### config.mk
export PLATFORM = sky130hd
export DESIGN_NAME = mqts_ctrl
export DESIGN_NICKNAME = d
export VERILOG_FILES = /design/src/hw/rtl/mqts_pkg.sv /design/src/hw/rtl/mqts_ctrl.sv
export SDC_FILE = /design/constraint.sdc
export NUM_CORES = 1
export LEC_CHECK = 0
export BUFFER_PORTS_ARGS = -buffer_cell sky130_fd_sc_hd__buf_2
export CELL_PAD_IN_SITES_DETAIL_PLACEMENT = 0
export CELL_PAD_IN_SITES_GLOBAL_PLACEMENT = 1
export CORE_AREA = 4 4 41 43
export DETAILED_ROUTE_END_ITERATION = 10
export DIE_AREA = 0 0 45 47
export PLACE_DENSITY = 0.43
export SLEW_MARGIN = 25
export SYNTH_ARGS = -nofsm -noshare
export SYNTH_HDL_FRONTEND = slang
export SYNTH_SLANG_ARGS = --single-unit
export TNS_END_PERCENT = 100
### constraint.sdc
create_clock -name clk -period 1.1 [get_ports clk]
set_clock_uncertainty 0.2 [all_clocks]
set_input_delay 0.22 -clock clk [delete_from_list [all_inputs] [get_ports clk]]
set_output_delay 0.22 -clock clk [all_outputs]
set_load 0.03 [all_outputs]
### src/hw/rtl/mqts_pkg.sv
`default_nettype none

package mqts_pkg;

	localparam int CAPACITY = 1024;
	localparam int PTR_W = (CAPACITY > 2) ? $clog2(CAPACITY) : 1;
	localparam int CNT_W = $clog2(CAPACITY + 1);
	localparam int SUM_W = CNT_W + 1;

	localparam logic [2:0] KIND_ENQ   = 3'd0;
	localparam logic [2:0] KIND_DEQ   = 3'd1;
	localparam logic [2:0] KIND_FRONT = 3'd2;
	localparam logic [2:0] KIND_SIZE  = 3'd3;
	localparam logic [2:0] KIND_CLEAR = 3'd4;
	localparam logic [2:0] KIND_MIN   = 3'd5;

	localparam logic [1:0] ST_OK    = 2'd0;
	localparam logic [1:0] ST_VALUE = 2'd1;
	localparam logic [1:0] ST_ERROR = 2'd2;

	typedef struct packed {
		logic signed [31:0] val;
		logic signed [31:0] low;
	} entry_t;

	typedef struct packed {
		logic load;
		logic exec;
		logic move;
	} cmd_t;

	typedef struct packed {
		logic need_move;
		logic in_empty;
	} stat_t;

endpackage

`default_nettype wire

### src/hw/rtl/mqts_ctrl.sv
`default_nettype none

module mqts_ctrl (
	input  wire logic             clk,
	input  wire logic             arst_n,
	input  wire logic             start,
	output logic                  busy,
	input  wire mqts_pkg::stat_t  stat,
	output mqts_pkg::cmd_t        cmd
);

	typedef enum logic [1:0] {
		S_IDLE,
		S_EXEC,
		S_MOVE_RD,
		S_MOVE_WR
	} state_t;

	state_t state_q;

	always_ff @(posedge clk or negedge arst_n) begin
		if (!arst_n) begin
			state_q <= S_IDLE;
		end else begin
			unique case (state_q)
				S_IDLE: begin
					if (start)
						state_q <= S_EXEC;
				end
				S_EXEC: begin
					if (stat.need_move)
						state_q <= S_MOVE_WR;
					else
						state_q <= S_IDLE;
				end
				// settle state so the registered read reflects the new stack top
				S_MOVE_RD: begin
					if (stat.in_empty)
						state_q <= S_EXEC;
					else
						state_q <= S_MOVE_WR;
				end
				S_MOVE_WR: begin
					state_q <= S_MOVE_RD;
				end
				default: begin
					state_q <= S_IDLE;
				end
			endcase
		end
	end

	assign busy = (state_q != S_IDLE);

	always_comb begin
		cmd.load = start && (state_q == S_IDLE);
		cmd.exec = (state_q == S_EXEC) && !stat.need_move;
		cmd.move = (state_q == S_MOVE_WR);
	end

endmodule

`default_nettype wire

; ---- After elaboration in Yosys (flattened, before gate mapping)
; Index checks and enable logic that the tools add are counted.
[totals]
regBits = 2
wordCells = 14
out_inout_bits = 4
inputBits = 5
[classes]
muxes = 4
reduce_logical = 5
eq_ne = 4
[op_table]
columns = cell, n
row1 = $pmux W2 S4, 1
row2 = $mux W2, 3
row3 = $eq A2 B2 Y1 const B, 2
row4 = $eq A2 B1 Y1 const B, 1
row5 = $logic_and A1 B1 Y1, 2
row6 = $logic_not A2 Y1, 1
row7 = $ne A2 B2 Y1 const B, 1
row8 = $reduce_bool A2 Y1, 1
row9 = $logic_not A1 Y1, 1

; ---- Logic depth before layout (Yosys ltp)
; Gate-level depths: netlist (run 1).
[logic_depth]
word_depth = 2
mapped_depth = 2
mapped_depth_nobuf = 2

; ---- Worst setup path after synthesis (run 1)
; OpenSTA, ideal clock, no wires.
[synth_timing]
kind = reg-to-output
startpoint = reg state_q[1]
endpoint = out cmd[1] (netlist bit)
path_buffers = 0
t_required_ns = 0.680
setup_slack_ns = -0.485
t_arrival_ns = 1.165
path_stages_with_launch = 2
cell_sequence = dfrtp_1 -> nor3b_1
[synth_lines]
columns = item, line
row1 = "start, declared", mqts_ctrl.sv:19  ; state_t state_q;
row2 = "start signal, assigned", mqts_ctrl.sv:23  ; state_q <= S_IDLE;
row3 = "start signal, assigned", mqts_ctrl.sv:28  ; state_q <= S_EXEC;
row4 = "start signal, assigned", mqts_ctrl.sv:32  ; state_q <= S_MOVE_WR;
row5 = "end, declared", mqts_ctrl.sv:9  ; output mqts_pkg::cmd_t cmd

==> results of run 1 <==
-- timing repair --
action / 4_1_cts / 5_1_grt
setup buffers: 1 / 0
hold buffers: 2 / 0
endpoints found under the setup margin: 5 / 5
resized for setup: 7 / 1
pin swaps: 1 / 0
endpoints found under the hold margin: 3 / 0
-- cell type report --
class | instances | area (sq um)
Clock buffer | 3 | 22.5
Timing Repair Buffer | 12 | 90.1
Sequential cell | 2 | 50.0
Inverter | 2 | 7.51
Multi-Input combinational cell | 9 | 66.3
Tap cell | 15 | 18.8
Fill cell | 157 | 1050
-- power by group through the flow --
stage,Combinational [W],Clock [W],Sequential [W]
after global routing,0.000503,0.000178,0.000153
after CTS,0.000462,0.000174,0.000141
after global placement,0.000390,0,0.000139
final,0.000461,0.000160,0.000141
after detailed placement,0.000402,0,0.000143
after floorplan,0.000247,0,0.000155
-- worst max-delay path, cell delays in order, from the launching register on --
cell	delay, ps
dfrtp_1	390
or2_4	250
nor2_4	80
buf_6	130
-- layout by cell type (no fill, tap or decap) --
cell type / n
dfrtp_1: 2
and2_2: 1
nor2_1: 1
nor3b_2: 1
nand3b_1: 1
dlygate4sd3_1: 2
buf_6: 2
o21ai_1: 3
or2_4: 1
nor2_4: 1
inv_1: 2
buf_4: 3
buf_2: 5
clkbuf_4: 3
-- how the worst max path moves through the flow --
stage	start	to	cells after the start
6_report	state_q[1]	cmd[2]	3
5_1_grt	state_q[1]	cmd[2]	3
4_1_cts	state_q[1]	cmd[2]	3
3_5_place_dp	state_q[1]	cmd[2]	3
3_3_place_gp	state_q[1]	cmd[2]	3
2_1_floorplan	state_q[1]	cmd[2]	2
-- cell families after synthesis --
family	Yosys count	synth area share, %
and+or+nand+nor	6	36.3
AOI/OAI and AO/OA	3	13.2
DFF	2	44.0
buffers and inverters	2	6.60
-- stage by stage --
step | cells | hold WS, ps | TNS, ps
finish | 43 | 66.3 | -1480
global route | 43 | 99.6 | -1760
CTS | 43 | 76.6 | -1540
detailed placement | 38 | -191 | -663
global placement | 38 | -192 | -592
floorplan | 13 | -276 | -438
-- layer usage --
metal | wire [um] | global-route usage, % | share of wire, %
met3 | 65 | 2.68 | 18
met4 | 0 | 8.77 | 0
met1 | 155 | 4.78 | 44
met5 | 0 | 0 | 0
met2 | 135 | 5.93 | 38
==> results by group, run 1 <==
Flow run
  • # Max-Cap Violations: 0

Yosys
  • Synth unique cells: 9
  • Register area share after synthesis: 44.0%
  • EDFF count, synth: 0
  • Most frequent cell after synthesis: o21ai_0
  • Most frequent cells after synthesis: 3 x o21ai_0, 2 x dfrtp_1, 2 x inv_1
  • Avg Inst Size Synth: 8.76 sq um
  • Dominant cell type by area after synthesis: dfrtp_1
  • Synth Instances: 13
  • Total nets after synthesis: 18
  • Synth Flop Type: dfrtp_1
  • Yosys warns: 0
  • Top cells by area, synth: dfrtp_1 44%, o21ai_0 13%, or2_4 7.7%
  • Ys async rst share: 100%
  • Seq cells post-synth: 2
  • Top-area cell type share of the netlist area: 44.0%
  • Post-synthesis cell area: 114 sq um

Power and ir drop
  • Power consumption: 0.000762 W
  • Max IR drop VDD: 570 uV
  • Power Dens Cells: 2990 nW/um^2
  • Sequential cell fraction of total power: 18.5%
  • Int Pwr: 0.000452 W
  • Switching share of power: 40.7%
  • Leakage: 0.122 nW
  • Gate power share: 60.5%
  • Clock share of power: 21.0%
  • Sw Pwr: 0.000310 W

Clock tree
  • CTS sink count: 2
  • CTS buffer count: 3
  • CTS tree: yes
  • Root Driver: clkbuf_4
  • Worst-Skew Late Latency: 220 ps
  • Max Root-Sink Buffers: 2
  • Reg clk slew, reported paths: 30 ps
  • H-tree levels: 1

Timing
  • Worst rel slew slack: 89.7%
  • RSZ-0062 raised after global routing: yes
  • Final hold vios: 0
  • Tcrit/Tclk final: 136%
  • Final setup vio count: 4
  • Tmin final: 1490 ps
  • Worst slew pin tran: 156 ps
  • Max-slew violations: 0
  • Max Freq: 669 MHz
  • Fin worst setup slack: -394 ps

Floorplanning
  • Row count: 13
  • Die area: 2120 sq um
  • Die width: 45 um
  • Total core area: 1300 sq um
  • # IOs: 9
  • Starting Density: 8.75%
  • Height of the chip: 47 um

Hold path
  • Worst Hold End: state_q[0]
  • Min-Delay Path Class: in -> reg
  • Hold Path Origin: start
  • Hold path cells: 3

Placement
  • RD Place Congestion: 0.703
  • IO Port Bufs: 8
  • DP HPWL: 280 um
  • Pre-CTS setup slack: -220 ps
  • Cell Area, Placed: 198 sq um

Global routing
  • Initial antenna violation count: 0
  • Vias in the first global route: 163
  • GR Overflow Total: 0
  • All-Layer GR Usage: 5.06%
  • First-pass GRT wire length: 662 um
  • Largest net degree at the start of global routing: 6

Layout
  • Share of cells above drive strength 1: 60.7%
  • Fin nets: 35
  • Largest regs: state_q x2
  • Area grow syn2layout: 124%
  • Fin area: 255 sq um
  • Fin util: 19.6%
  • ANT cells: 0
  • Max reg flops: 2
  • Register with the most flip-flops: state_q

Critical path
  • Worst R2R End: state_q[1]
  • R2r setup slk: 60 ps
  • FF-to-FF path depth: 3
  • Critical-path maximum fanout: 4
  • Crit Path Category: reg -> out
  • Worst EP arrival: 1070 ps
  • Critical R2R Launch: state_q[1]
  • Worst setup EP type: output port
  • Startpoint Class: flop
  • WP data required: 680 ps

Route
  • ANT nets after route: 0
  • DRC Markers: 0
  • Final wirelength: 355 um
  • First-pass DRT Iterations: 2
  • Vias: 140
  • Via/cell ratio: 3.26
  • Drt first-iter violations: 2
  • Per-cell routed wire length: 8.26 um

Status
  • Failing checks: negative setup slack
  • Status: complete, but fails checks
Power figures use the tool's default switching activity.
==> run 2, diff against run 1 <==
--- a/config.mk
+++ b/config.mk
@@ -12,6 +12,7 @@
 export DETAILED_ROUTE_END_ITERATION = 10
 export DIE_AREA = 0 0 45 47
 export PLACE_DENSITY = 0.43
+export SKIP_CTS_REPAIR_TIMING = 1
 export SLEW_MARGIN = 25
 export SYNTH_ARGS = -nofsm -noshare
 export SYNTH_HDL_FRONTEND = slang
==> results by group, run 2 (synthesized netlist as in run 1, its figures left out) <==
Layout
  • Share of cells above drive strength 1: 62.1%
  • Fin nets: 36
  • Largest regs: state_q x2
  • Max reg flops: 2
  • Register with the most flip-flops: state_q
  • Register area: 50.0 sq um
  • Fin util: 20.2%
  • Most common cell after layout, fill and taps aside: buf_2
  • Area occupied by multi-input gates: 66.3 sq um
  • FILL cells: 157
  • Area grow syn2layout: 131%
  • Most frequent cells in the layout: 5 x buf_2, 4 x buf_4, 3 x o21ai_1, 3 x clkbuf_4
  • ANT cells: 0

Floorplanning
  • # IOs: 9
  • Total core area: 1300 sq um
  • Row count: 13
  • Height of the chip: 47 um
  • Die width: 45 um
  • Starting Density: 8.75%
  • Die area: 2120 sq um

Critical path
  • WP data required: 680 ps
  • Worst setup EP type: output port
  • Worst EP arrival: 1080 ps
  • Startpoint Class: flop
  • Crit Path Category: reg -> out
  • R2r setup slk: -70 ps
  • Critical-path maximum fanout: 4

Global routing
  • First-pass GRT wire length: 621 um
  • Global-route met3 utilization: 2.68%
  • All-Layer GR Usage: 4.82%
  • Vias in the first global route: 147
  • Layer carrying the most global-route usage: met4
  • GR Overflow Total: 0
  • Global Route met1 Usage: 5.01%
  • Met2 Use GR: 4.80%
  • Initial antenna violation count: 0
  • Largest net degree at the start of global routing: 6

Clock tree
  • H-tree levels: 1
  • Max Root-Sink Buffers: 2
  • Root Driver: clkbuf_4
  • Reg clk slew, reported paths: 30 ps
  • CTS sink count: 2
  • Worst-Skew Late Latency: 220 ps
  • CTS buffer count: 3
  • CTS tree: yes

Route
  • Final wirelength: 371 um
  • First-pass DRT Iterations: 2
  • Per-cell routed wire length: 8.43 um
  • Via/cell ratio: 3.25
  • ANT nets after route: 0
  • DRC Markers: 0
  • Drt first-iter violations: 2
  • Vias: 143

Timing
  • Max-slew violations: 0
  • Worst rel slew slack: 89.7%
  • Tmin final: 1500 ps
  • RSZ-0062 raised after global routing: yes
  • Hold_ws: 73.7 ps
  • Final hold vios: 0
  • Tcrit/Tclk final: 136%
  • Max Freq: 667 MHz
  • Final setup vio count: 6
  • Fin worst setup slack: -399 ps
  • Worst slew pin tran: 156 ps

Placement
  • RD Place Congestion: 0.703
  • DP HPWL: 280 um
  • Pre-CTS setup slack: -220 ps
  • IO Port Bufs: 8

Power and ir drop
  • Max IR drop VDD: 612 uV
  • Power consumption: 0.000793 W
  • Leakage: 0.126 nW
  • Power Dens Cells: 3020 nW/um^2

Status
  • Failing checks: negative setup slack
  • Status: complete, but fails checks

Flow run
  • # Max-Cap Violations: 0

Hold path
  • Min-Delay Path Class: in -> reg
==> run 2: report_power, final <==
group          leakage, nW  switching [W]  total [W]  internal, W
clock network       0.0138      0.0000404   0.000161     0.000120
registers           0.0233      0.0000292   0.000142     0.000113
logic               0.0894       0.000250   0.000491     0.000241
total                0.126       0.000319   0.000793     0.000474
==> run 2: cell type report <==
cell class	count	area share, %
multi-input cells	9	25.2
flip-flops and latches	2	19.0
inverters	2	2.86
repair buffers	13	37.1
clock buffers	3	8.57
well taps	15	7.14
==> run 2: worst paths after layout <==
check / start / to / depth (start not counted)
min reg2reg: state_q[0] / state_q[0] / 2
min: start / state_q[0] / 3
max in group asynchronous: arst_n / state_q[0] / 2
max: state_q[1] / cmd[2] / 3
max reg2reg: state_q[1] / state_q[0] / 4
min in group asynchronous: arst_n / state_q[1] / 2
==> run 2: metrics by stage <==
stage | area (sq um) | TNS, ps | instances
2_1_floorplan | 124 | -438 | 13
3_3_place_gp | 198 | -592 | 38
3_5_place_dp | 198 | -663 | 38
4_1_cts | 220 | -1650 | 41
5_1_grt | 263 | -2010 | 44
6_report | 263 | -1630 | 44
==> run 2: per-layer routing <==
metal	wire length (um)	up-vias
met5	0	-
met4	0	0
met3	65	0
met2	135	9
met1	170	60
li1	-	74
==> run 2: worst max-delay path: stages (launching register included) <==
cell and delay, ps:
dfrtp_1 400, or2_4 250, nor2_4 80, buf_6 130
==> run 3, diff against run 2 <==
==> constraint.sdc (replaced) <==
create_clock -name clk -period 1.1 [get_ports clk]
set_clock_uncertainty 0.2 [all_clocks]
set_input_delay 0.165 -clock clk [delete_from_list [all_inputs] [get_ports clk]]
set_output_delay 0.165 -clock clk [all_outputs]
set_load 0.03 [all_outputs]
==> results by group, run 3 (synthesized netlist as in run 1, its figures left out) <==
Placement
  • DP HPWL: 292 um
  • RD Place Congestion: 0.700
  • Cell Area, Placed: 198 sq um
  • Pre-CTS setup slack: -169 ps
  • IO Port Bufs: 8

Route
  • Vias: 146
  • Per-cell routed wire length: 9.23 um
  • First-pass DRT Iterations: 4
  • ANT nets after route: 0
  • Final wirelength: 406 um
  • Via/cell ratio: 3.32
  • DRC Markers: 0
  • Drt first-iter violations: 6

Timing
  • Max Freq: 689 MHz
  • Fin Setup TNS: -1240 ps
  • Fin worst setup slack: -352 ps
  • Tcrit/Tclk final: 132%
  • RSZ-0062 raised after global routing: yes
  • Worst rel slew slack: 89.6%
  • Final setup vio count: 4
  • Tmin final: 1450 ps
  • Final hold vios: 0
  • Worst slew pin tran: 157 ps
  • Max-slew violations: 0

Clock tree
  • CTS buffer count: 3
  • Worst-Skew Late Latency: 220 ps
  • Max Root-Sink Buffers: 2
  • CTS tree: yes
  • Reg clk slew, reported paths: 30 ps
  • Root Driver: clkbuf_4
  • CTS sink count: 2
  • H-tree levels: 1

Critical path
  • Startpoint Class: flop
  • Worst EP arrival: 1090 ps
  • Crit Path Category: reg -> out
  • Worst setup EP type: output port
  • Critical-path maximum fanout: 4
  • WP data required: 730 ps
  • FF-to-FF path depth: 3

Layout
  • Most common cell after layout, fill and taps aside: buf_2
  • Largest regs: state_q x2
  • Area grow syn2layout: 137%
  • Max reg flops: 2
  • Fin util: 20.8%
  • Share of cells above drive strength 1: 62.1%
  • Fin nets: 36
  • Register with the most flip-flops: state_q
  • FILL cells: 157
  • Most frequent cells in the layout: 5 x buf_2, 4 x buf_6, 3 x o21ai_1, 3 x clkbuf_4
  • ANT cells: 0
  • Fin area: 270 sq um

Global routing
  • All-Layer GR Usage: 5.14%
  • Initial antenna violation count: 0
  • Vias in the first global route: 171
  • GR Overflow Total: 0
  • Largest net degree at the start of global routing: 6
  • First-pass GRT wire length: 648 um

Floorplanning
  • # IOs: 9
  • Total core area: 1300 sq um
  • Row count: 13
  • Die area: 2120 sq um
  • Starting Density: 8.75%
  • Die width: 45 um
  • Height of the chip: 47 um

Hold path
  • Hold path cells: 3
  • Min-Delay Path Class: in -> reg

Power and ir drop
  • Leakage: 0.129 nW
  • Power Dens Cells: 3050 nW/um^2
  • Max IR drop VDD: 653 uV

Flow run
  • # Max-Cap Violations: 0

Status
  • Failing checks: negative setup slack
  • Status: complete, but fails checks
run 3: cell count changes in the layout (fill, tap and decap cells not counted):
cell   before  now
buf_6       2    4
buf_4       4    2
run 3: final timing paths:
check,startpoint,end,slack [ps]
worst max-delay path,state_q[1],cmd[2],-350
worst min-delay path,stat[1],state_q[1],30
worst max register to register,state_q[1],state_q[1],30
worst min register to register,state_q[0],state_q[0],450
max in group asynchronous,arst_n,state_q[0],530
min in group asynchronous,arst_n,state_q[1],70
run 3: report_power, final:
group / internal, W / total (W) / switching [W]
Combinational: 0.000264 / 0.000517 / 0.000253
Sequential: 0.000113 / 0.000146 / 0.0000335
Clock: 0.000120 / 0.000162 / 0.0000417
run 3: worst max-delay path: stages (launching register included):
cell	delay [ps]
dfrtp_1	400
or2_4	260
nor2_4	80
buf_6	130
run 3: layout make-up:
class                   count  area (sq um)  share of cell area [%]
repair buffers             13           105                    38.9
multi-input cells           9          66.3                    24.5
flip-flops and latches      2          50.0                    18.5
clock buffers               3          22.5                    8.33
well taps                  15          18.8                    6.94
inverters                   2          7.51                    2.78
run 3: through the flow:
stage               std cells  power [W]  hold WS (ps)
finish                     44   0.000826          26.5
CTS                        41   0.000720          -490
global route               44   0.000886          25.5
floorplan                  13   0.000402          -331
global placement           38   0.000530          -247
detailed placement         38   0.000546          -248
run 3: metal layers:
| metal | vias up | global-route usage [%] | routed length [um] |
|---|---|---|---|
| met3 | 0 | 3.07 | 53 |
| met5 | - | 0 | 0 |
| met1 | 62 | 5.01 | 195 |
| li1 | 75 | - | - |
| met2 | 9 | 5.65 | 157 |
| met4 | 0 | 8.77 | 0 |
